$ cat config.mk
export PLATFORM = sky130hd
export DESIGN_NAME = gmdc_ctrl
export DESIGN_NICKNAME = d
export VERILOG_FILES = /design/src/rtl/core/gmdc_pkg.sv /design/src/rtl/core/gmdc_ctrl.sv
export SDC_FILE = /design/constraint.sdc
export NUM_CORES = 1
export LEC_CHECK = 0
export ABC_CLOCK_PERIOD_IN_PS = 1620
export BUFFER_PORTS_ARGS = -buffer_cell sky130_fd_sc_hd__buf_2
export CAP_MARGIN = 10
export CORE_AREA = 2 2 39 41
export DETAILED_ROUTE_END_ITERATION = 10
export DIE_AREA = 0 0 41 43
export GPL_TIMING_DRIVEN = 0
export PLACE_DENSITY_LB_ADDON = 0.15
export SETUP_SLACK_MARGIN = 0.1
export SLEW_MARGIN = 10
export SYNTH_ARGS = -nofsm -noshare
export SYNTH_HDL_FRONTEND = slang
export SYNTH_SLANG_ARGS = --single-unit
$ cat constraint.sdc
create_clock -name clk -period 1.62 [get_ports clk]
set_clock_uncertainty 0.15 [all_clocks]
set_input_delay 0.081 -clock clk [delete_from_list [all_inputs] [get_ports clk]]
set_output_delay 0.081 -clock clk [all_outputs]
set_load 0.02 [all_outputs]
$ cat src/rtl/core/gmdc_pkg.sv
`default_nettype none

package gmdc_pkg;

	// Default grid capacity
	localparam int DEF_MAX_COLS = 64;
	localparam int DEF_MAX_ROWS = 64;

	// Configuration registers
	localparam int CFG_W = 7;
	localparam logic [CFG_W-1:0] CFG_DIM_RESET = 7'd11;
	localparam logic REG_GRID_WIDTH  = 1'b0;
	localparam logic REG_GRID_HEIGHT = 1'b1;

	// Coordinate width on the ports
	localparam int COORD_W = 6;

	// Function codes
	localparam logic [1:0] FUNC_STEP    = 2'd0;
	localparam logic [1:0] FUNC_READ    = 2'd1;
	localparam logic [1:0] FUNC_RESTART = 2'd2;

	// Direction codes, also the bit index in the open mask
	localparam logic [1:0] DIR_WEST  = 2'd0;
	localparam logic [1:0] DIR_SOUTH = 2'd1;
	localparam logic [1:0] DIR_EAST  = 2'd2;
	localparam logic [1:0] DIR_NORTH = 2'd3;
	localparam logic [1:0] DIR_FLIP  = 2'd2;

	// Wall bit positions and init values
	localparam int WALL_N = 1;
	localparam int WALL_E = 0;
	localparam logic [1:0] WALL_BOTH = 2'b11;
	localparam logic [3:0] OPEN_ALL  = 4'hF;

	typedef struct packed {
		logic [1:0]         func;
		logic [1:0]         draw;
		logic [COORD_W-1:0] read_x;
		logic [COORD_W-1:0] read_y;
	} item_t;

	typedef struct packed {
		logic [COORD_W-1:0] cur_x;
		logic [COORD_W-1:0] cur_y;
		logic               carved;
		logic               backtracked;
		logic               done_res;
		logic               north_wall;
		logic               east_wall;
	} res_t;

	// One grid cell as held in the store
	typedef struct packed {
		logic [1:0] walls;
		logic [3:0] open;
		logic       visited;
		logic [1:0] parent;
	} cell_t;

	localparam int CELL_W = $bits(cell_t);

	typedef enum logic [2:0] {
		ST_IDLE,
		ST_CLEAR,
		ST_READ,
		ST_CUR,
		ST_NB,
		ST_WNB,
		ST_REPORT
	} state_t;

	typedef enum logic [1:0] {
		RD_WALK,
		RD_READ,
		RD_NEXT
	} rd_sel_t;

	typedef enum logic [2:0] {
		WR_NONE,
		WR_SWEEP,
		WR_CLOSE_NOW,
		WR_CLOSE,
		WR_OPEN_CUR,
		WR_OPEN_NB
	} wr_op_t;

	typedef enum logic [1:0] {
		RES_PLAIN,
		RES_WALLS,
		RES_BACK,
		RES_CARVE
	} res_op_t;

	typedef struct packed {
		logic    take;
		logic    restart;
		logic    rd_en;
		rd_sel_t rd_sel;
		wr_op_t  wr_op;
		logic    sweep_adv;
		logic    cur_cap;
		logic    nb_cap;
		logic    fire;
		res_op_t res_op;
	} ctl_cmd_t;

	typedef struct packed {
		logic finished;
		logic read_hit;
		logic sweep_last;
		logic open_zero;
		logic draw_open;
		logic nb_ok;
		logic nb_visited;
		logic out_free;
	} dp_stat_t;

endpackage

`default_nettype wire

$ cat src/rtl/core/gmdc_ctrl.sv
`default_nettype none

module gmdc_ctrl
	import gmdc_pkg::*;
(
	input  wire logic       clk,
	input  wire logic       arst_n,
	input  wire logic       item_valid,
	input  wire logic [1:0] item_func,
	input  wire dp_stat_t   stat,
	output ctl_cmd_t        cmd,
	output logic            item_stall
);

	state_t state_q;
	state_t state_d;

	// State register
	always_ff @(posedge clk or negedge arst_n) begin
		if (!arst_n) begin
			state_q <= ST_IDLE;
		end else begin
			state_q <= state_d;
		end
	end

	assign item_stall = (state_q != ST_IDLE);

	// Next state and commands
	always_comb begin
		state_d       = state_q;
		cmd           = '0;
		cmd.rd_sel    = RD_WALK;
		cmd.wr_op     = WR_NONE;
		cmd.res_op    = RES_PLAIN;
		case (state_q)
			ST_IDLE: begin
				if (item_valid) begin
					cmd.take = 1'b1;
					case (item_func)
						FUNC_RESTART: begin
							cmd.restart = 1'b1;
							state_d     = ST_CLEAR;
						end
						FUNC_READ: begin
							if (stat.read_hit) begin
								cmd.rd_en  = 1'b1;
								cmd.rd_sel = RD_READ;
								state_d    = ST_READ;
							end else begin
								state_d = ST_REPORT;
							end
						end
						FUNC_STEP: begin
							if (!stat.finished) begin
								cmd.rd_en  = 1'b1;
								cmd.rd_sel = RD_WALK;
								state_d    = ST_CUR;
							end else begin
								state_d = ST_REPORT;
							end
						end
						default: begin
							state_d = ST_REPORT;
						end
					endcase
				end
			end
			ST_CLEAR: begin
				cmd.wr_op     = WR_SWEEP;
				cmd.sweep_adv = 1'b1;
				if (stat.sweep_last) begin
					state_d = ST_REPORT;
				end
			end
			ST_READ: begin
				cmd.res_op = RES_WALLS;
				if (stat.out_free) begin
					cmd.fire = 1'b1;
					state_d  = ST_IDLE;
				end
			end
			ST_CUR: begin
				cmd.cur_cap = 1'b1;
				cmd.nb_cap  = 1'b1;
				if (stat.open_zero) begin
					// dead end: back up to the parent
					cmd.res_op = RES_BACK;
					if (stat.out_free) begin
						cmd.fire = 1'b1;
						state_d  = ST_IDLE;
					end
				end else if (!stat.draw_open) begin
					if (stat.out_free) begin
						cmd.fire = 1'b1;
						state_d  = ST_IDLE;
					end
				end else if (!stat.nb_ok) begin
					// close a direction that leaves the grid
					if (stat.out_free) begin
						cmd.wr_op = WR_CLOSE_NOW;
						cmd.fire  = 1'b1;
						state_d   = ST_IDLE;
					end
				end else begin
					cmd.rd_en  = 1'b1;
					cmd.rd_sel = RD_NEXT;
					state_d    = ST_NB;
				end
			end
			ST_NB: begin
				if (stat.nb_visited) begin
					if (stat.out_free) begin
						cmd.wr_op = WR_CLOSE;
						cmd.fire  = 1'b1;
						state_d   = ST_IDLE;
					end
				end else begin
					cmd.wr_op = WR_OPEN_CUR;
					state_d   = ST_WNB;
				end
			end
			ST_WNB: begin
				cmd.res_op = RES_CARVE;
				if (stat.out_free) begin
					cmd.wr_op = WR_OPEN_NB;
					cmd.fire  = 1'b1;
					state_d   = ST_IDLE;
				end
			end
			ST_REPORT: begin
				if (stat.out_free) begin
					cmd.fire = 1'b1;
					state_d  = ST_IDLE;
				end
			end
			default: begin
				state_d = ST_IDLE;
			end
		endcase
	end

endmodule

`default_nettype wire

==> summary.md, run 1 <==
| Metric | Value |
|---|---|
| CTS tree | built |
| Die X-Extent | between 40 and 50 um |
| Syn Std Cell Area | between 400 and 500 um2 |
| Sequential area share after synthesis | 16.48% |
| Fin worst setup slack | -0.1705 ns |
| Number of routed nets with antenna violations | 0 |
| Worst-path maximum fanout | 3 |
| Crit path DAT | approximately 1.6 ns |
| Root Buffer | clkbuf_4 |
| Die area | 1763 um2 |
| Core box area | 1384 um2 |
| Worst Tran Pin Value | around 0.22 ns |
| Vias in the first global route | roughly 560 |
| Largest regs | state_q (3) |
| Layout cells sized above 1 | about 53% |
| First-pass GRT wire length | about 2200 um |
| TritonCTS buffer count | 3 |
| Critical path data required time | about 1.4 ns |
| CTS Sinks | 3 |
| Outcome | complete, but fails checks |
| Nets | ~120 |
| Worst Setup End Kind | output pin |
| Worst hold path type | in2reg |
| Minimum clock period | 1.791 ns |
| Slew HR | 85.14% |
| Unrepaired setup endpoints after global routing | yes |
| Clock Latency Late Sink | 0.24 ns |
| Syn. warnings | 0 |
| Gr ovfl total | 0 |
| Fillers | ~140 |
| Leak pwr | approximately 0.43 nW |
| Final period util | 110.5% |
| Worst IR drop on VDD | 0.0007244 V |
| Global placement routability congestion | roughly 0.8 |
| Clk slew on worst S/H paths | approximately 0.04 ns |
| Post-synthesis to final-layout area growth | 76.92% |
| Routed WL per cell | about 11 um |
| Count of final hold-check violations | 0 |
| Initial DRC count | 10 |
| Share of the synthesized area in the top cell type | about 16% |
| H-tree levels | 1 |
| DRT Wirelength | about 1400 um |
| Maxcap violations | 0 |
| Post-synth cell types | 29 |
| # IOs | 28 |
| Net Count, Synth | 80 |
| Ant diodes | 0 |
| Fmax | 558.5 MHz |
| Post-synthesis cell count | 67 |
| Failing checks | negative setup slack |
| Port Buffer Count | 27 |
| Dpl hpwl | between 900 and 1000 um |
| Depth of the worst register-to-register path | 9 |
| Tot GR Track Use | between 10% and 20% |
| Top reg by flops | state_q |
| Post-Layout Inst Area | 805.8 um2 |
| Cell Rows | 14 |
| Critical path type | reg2out |
| Largest cells by area after synthesis | dfrtp_1 16%, a21oi_1 7.7%, o21ai_0 6.6%, nor2_1 5.8%, nor2b_1 5.5% |
| CP startpoint kind | flip-flop |
| Clock Path Buffers | 2 |
| Largest register FFs | 3 |
| Power per Cell Area | 1755 nW/um2 |
| Setup violators final | 7 |
| Initial antenna violation count | 0 |
| Post-route core utilization | just under 60% |
| Hold slack | roughly 0.014 ns |
| Total number of vias | around 630 |
| Worst Hold Depth | 3 |
| Routed vias/inst | between 4 and 5 |
| Die extent in y | around 43 um |
| DRC viols | 0 |
| Pins Over Slew Limit | 0 |
| Biggest area consumer among synthesized cells | dfrtp_1 |
| Largest net degree at the start of global routing | 11 |
| Initial DRT Pass Iterations | 4 |
| Starting density of the core | 32.91% |
| Syn_area_per_cell | a little under 7 um2 |
| Post-DP Area | about 610 um2 |
| Yosys reg bits | 3 |
critical path, stage by stage, from the launching register on:
cell and delay (ns):
dfrtp_1 0.39, nand3b_4 0.17, or4b_4 0.49, a21oi_2 0.13, buf_4 0.14
path summary, 6_finish.rpt:
kind / endpoint / startpoint / slack [ns]
setup reg to reg: state_q[0] / state_q[0] / -0.06
setup / recovery: cmd[7] / state_q[2] / -0.17
hold reg to reg: state_q[1] / state_q[0] / 0.56
hold / removal: state_q[0] / item_valid / 0.01
max in group asynchronous: state_q[1] / arst_n / 1.17
min in group asynchronous: state_q[0] / arst_n / 0.02
final cells by class:
| type | count | area, um2 | area share [%] |
|---|---|---|---|
| Buffer | 5 | 40.04 | 4.969 |
| Clock buffer | 4 | 26.28 | 3.261 |
| Inverter | 5 | 18.77 | 2.329 |
| Multi-Input combinational cell | 54 | 362.8 | 45.03 |
| Sequential cell | 3 | 76.32 | 9.472 |
| Tap cell | 16 | 20.02 | 2.484 |
| Timing Repair Buffer | 39 | 261.5 | 32.45 |
metal layers:
metal	vias up	GRT usage [%]	share of wire [%]
met5	-	0	0
met4	0	9.333	1.7
met3	4	1.571	7.2
met2	31	28.44	48
met1	269	23.95	43
li1	322	-	-
metrics by stage:
| step | worst slack, ns | total power, mW | cells | setup TNS [ns] |
|---|---|---|---|---|
| 2_1_floorplan | 0.1146 | 0.7393 | 67 | 0 |
| 3_3_place_gp | 0.02377 | 0.9420 | 110 | 0 |
| 3_5_place_dp | 0.03538 | 0.9371 | 110 | 0 |
| 4_1_cts | -0.1863 | 1.285 | 122 | -0.5864 |
| 5_1_grt | -0.2030 | 1.528 | 126 | -0.9808 |
| 6_report | -0.1705 | 1.414 | 126 | -0.3978 |
cell usage after synthesis (all sizes together):
cell / n
o21ai: 6
clkbuf: 1
nand3: 2
nor2: 8
and3b: 1
inv: 5
a21boi: 1
nand2b: 2
nand2: 5
dfrtp: 3
or4b: 1
nor2b: 4
a211o: 1
a22oi: 1
nor3: 5
o31ai: 1
buf: 4
nand3b: 4
a32o: 1
or3: 1
and2: 1
o22a: 1
a31oi: 1
a21oi: 7
report_power, final:
group          switching, mW  internal, mW  leakage [nW]
clock                 0.0421        0.0925        0.0150
sequential            0.0407         0.114        0.0364
combinational          0.565         0.559         0.382
cell usage in the layout (no fill, tap or decap), types with 2 or more instances in the layout:
cell,count
inv_1,4
a21oi_1,6
o21ai_0,5
nor2_1,6
clkbuf_4,3
nor3_1,4
nand2_1,5
buf_2,22
nor2_4,2
nand3_1,2
dfrtp_1,2
nand3b_1,3
buf_6,7
buf_4,13
nor2b_1,3
repair_timing:
| item | 4_1_cts | 5_1_grt |
|---|---|---|
| resized for setup | 15 | 9 |
| pin swaps | 3 | 7 |
| setup endpoints to repair | 11 | 13 |
| hold buffers | 1 | 0 |
| setup buffers | 7 | 4 |
| endpoints found under the hold margin | 3 | 0 |
cells by family (layout without fill, tap and decap cells):
group / after synthesis / in the layout / synth area share, %
compound gates: 20 / 20 / 26.65
buf+inv: 10 / 53 / 11.26
flops: 3 / 3 / 16.48
simple gates: 34 / 34 / 45.61
Power figures use the tool's default switching activity.
==> run 2: changes to the inputs <==
--- a/config.mk
+++ b/config.mk
@@ -12,7 +12,7 @@
 export DETAILED_ROUTE_END_ITERATION = 10
 export DIE_AREA = 0 0 41 43
 export GPL_TIMING_DRIVEN = 0
-export PLACE_DENSITY_LB_ADDON = 0.15
+export PLACE_DENSITY = 0.65
 export SETUP_SLACK_MARGIN = 0.1
 export SLEW_MARGIN = 10
 export SYNTH_ARGS = -nofsm -noshare
==> run 2 against run 1 <==
Effect of this change:
- the flow still finishes with violations (negative setup slack)
- power up 6.4%
- worst hold slack better by 0.030 ns
- sequential share of layout area down 0.49 points
- via count down 1.8%
- critical endpoint unchanged
==> summary.md, run 2 (synthesis gave the netlist of run 1 again) <==
| Metric | Value |
|---|---|
| Nets | 124 (unchanged) |
| Commonest non-fill, non-tap cell in the layout | buf_2 |
| Leak pwr | 0.4409 nW (+1.8%) |
| Routed vias/inst | 4.881 (-1.8%) |
| First-pass GRT wire length | 2104 um (-6.4%) |
| Critical-path top delay cell | or4b_4 |
| Initial DRT Pass Iterations | 6 (+2) |
| Cell Rows | 14 (unchanged) |
| Die extent in y | 43 um (unchanged) |
| Pins Over Slew Limit | 0 (unchanged) |
| Fmax | 566.9 MHz (+1.5%) |
| CP startpoint kind | flip-flop |
| Final period util | 108.9% (-1.6 points) |
| Maxcap violations | 0 (unchanged) |
| Worst-path maximum fanout | 3 (unchanged) |
| Clock Path Buffers | 2 (unchanged) |
| Crit path DAT | 1.53 ns (-0.03 ns) |
| Outcome | complete, but fails checks |
| Tot GR Track Use | 16.60% (-1.7 points) |
| Clock Latency Late Sink | 0.23 ns (about the same) |
| Worst Setup End Kind | output pin |
| TritonCTS buffer count | 3 (unchanged) |
| Die X-Extent | 41 um (unchanged) |
| Global placement routability congestion | 0.8569 (+10%) |
| Top reg by flops | state_q |
| Post-synthesis to final-layout area growth | 86.54% |
| Critical path type | reg2out |
| Setup violators final | 3 (-4) |
| DRC viols | 0 (unchanged) |
| Starting density of the core | 32.91% (unchanged) |
| Total power | 1.504 mW (+6.4%) |
| Largest register FFs | 3 (unchanged) |
| Critical path data required time | 1.39 ns (about the same) |
| Initial antenna violation count | 0 (unchanged) |
| Clk slew on worst S/H paths | 0.03 ns (about the same) |
| Core box area | 1384 um2 (unchanged) |
| Failing checks | negative setup slack |
| CP max stage delay | 0.48 ns (about the same) |
| Vias in the first global route | 510 (-8.8%) |
| Layout cells sized above 1 | 56.36% (+3.6 points) |
| Routed WL per cell | 11.16 um (+1.7%) |
| Worst IR drop on VDD | 0.0007077 V (-2.3%) |
| Gr ovfl total | 0 (unchanged) |
| Largest regs | state_q (3) |
| Largest net degree at the start of global routing | 11 (unchanged) |
| Count of final hold-check violations | 0 (unchanged) |
| CTS tree | built |
| Initial DRC count | 5 (-5) |
| Dpl hpwl | 913.2 um (-3.1%) |
| Power per Cell Area | 1770 nW/um2 (+0.88%) |
| Worst Tran Pin Value | 0.2401 ns (+0.01909 ns) |
| Hold slack | 0.04396 ns (+0.02954 ns) |
| Crit path buffers/inverters | 1 (unchanged) |
| Crit-path cells | nand3b_4 > or4b_4 > a21oi_2 > buf_4 |
| Slew HR | 83.87% (-1.3 points) |
| Root Buffer | clkbuf_4 |
| Die area | 1763 um2 (unchanged) |
| # IOs | 28 (unchanged) |
| Minimum clock period | 1.764 ns (-0.02653 ns) |
| Ant diodes | 0 (unchanged) |
| Fin worst setup slack | -0.1440 ns (+0.02653 ns) |
| Unrepaired setup endpoints after global routing | yes |
| Port Buffer Count | 27 (unchanged) |
| CP top delay family | simple AND/OR/NAND/NOR gates |
| CTS Sinks | 3 (unchanged) |
| Worst hold path type | in2reg |
| Total number of vias | 615 (-1.8%) |
| H-tree levels | 1 (unchanged) |
| DRT Wirelength | 1406 um (+1.7%) |
| Number of routed nets with antenna violations | 0 (unchanged) |
| Most frequent cells in the layout | 17 x buf_2, 14 x buf_4, 10 x buf_6, 6 x a21oi_1, 5 x nor2_1 |
-- run 2: final timing paths --
| kind | from | endpoint | slack (ns) | depth (start not counted) |
|---|---|---|---|---|
| setup reg to reg | state_q[0] | state_q[0] | 0.12 | 6 |
| setup / recovery | state_q[2] | cmd[7] | -0.14 | 4 |
| min in group asynchronous | arst_n | state_q[0] | 0.06 | 2 |
| max in group asynchronous | arst_n | state_q[1] | 1.14 | 2 |
| hold reg to reg | state_q[1] | state_q[0] | 0.60 | 3 |
| hold / removal | item_valid | state_q[0] | 0.04 | 3 |
-- run 2: layout make-up --
class / instances / area, um2
Tap cell: 16 / 20.02
Inverter: 5 / 18.77
Clock buffer: 4 / 26.28
Buffer: 5 / 52.55
Fill cell: 126 / 534.3
Timing Repair Buffer: 39 / 282.8
Multi-Input combinational cell: 54 / 372.9
Sequential cell: 3 / 76.32
-- run 2: layer usage --
layer / wire [um] / vias to the layer above / global-route usage (%)
li1: - / 324 / -
met1: 664 / 271 / 25.24
met2: 679 / 20 / 24.38
met3: 61 / 0 / 3.141
met4: 0 / 0 / 2.000
met5: 0 / - / 0
-- run 2: report_power, final --
part	switching, mW	leakage, nW	internal (mW)
Combinational	0.593	0.390	0.636
Sequential	0.0353	0.0364	0.114
Clock	0.0333	0.0150	0.0919
Total	0.662	0.441	0.842
-- run 2: repair_timing --
action	in CTS	in global routing
gates resized for setup	23	18
hold buffers	1	0
setup buffers	6	5
hold endpoints to repair	3	0
pin swaps	8	5
setup endpoints to repair	11	14
cloned	0	0
-- run 2: per-stage QoR --
stage / cell area [um2] / instances / worst slack (ns) / util [%] / setup TNS (ns)
3_3_place_gp: 614.3 / 110 / 0.04364 / 44.39 / 0
4_1_cts: 758.2 / 121 / -0.1508 / 54.79 / -0.1618
2_1_floorplan: 459.2 / 67 / 0.1146 / - / 0
5_1_grt: 849.6 / 126 / -0.1914 / 61.39 / -0.5649
3_5_place_dp: 614.3 / 110 / 0.05055 / 44.39 / 0
6_report: 849.6 / 126 / -0.1440 / 61.39 / -0.2481
-- run 2: tightest hold or removal path: stages --
cell     delay, ns
buf_2         0.10
o21ai_0       0.08
a21oi_1       0.11
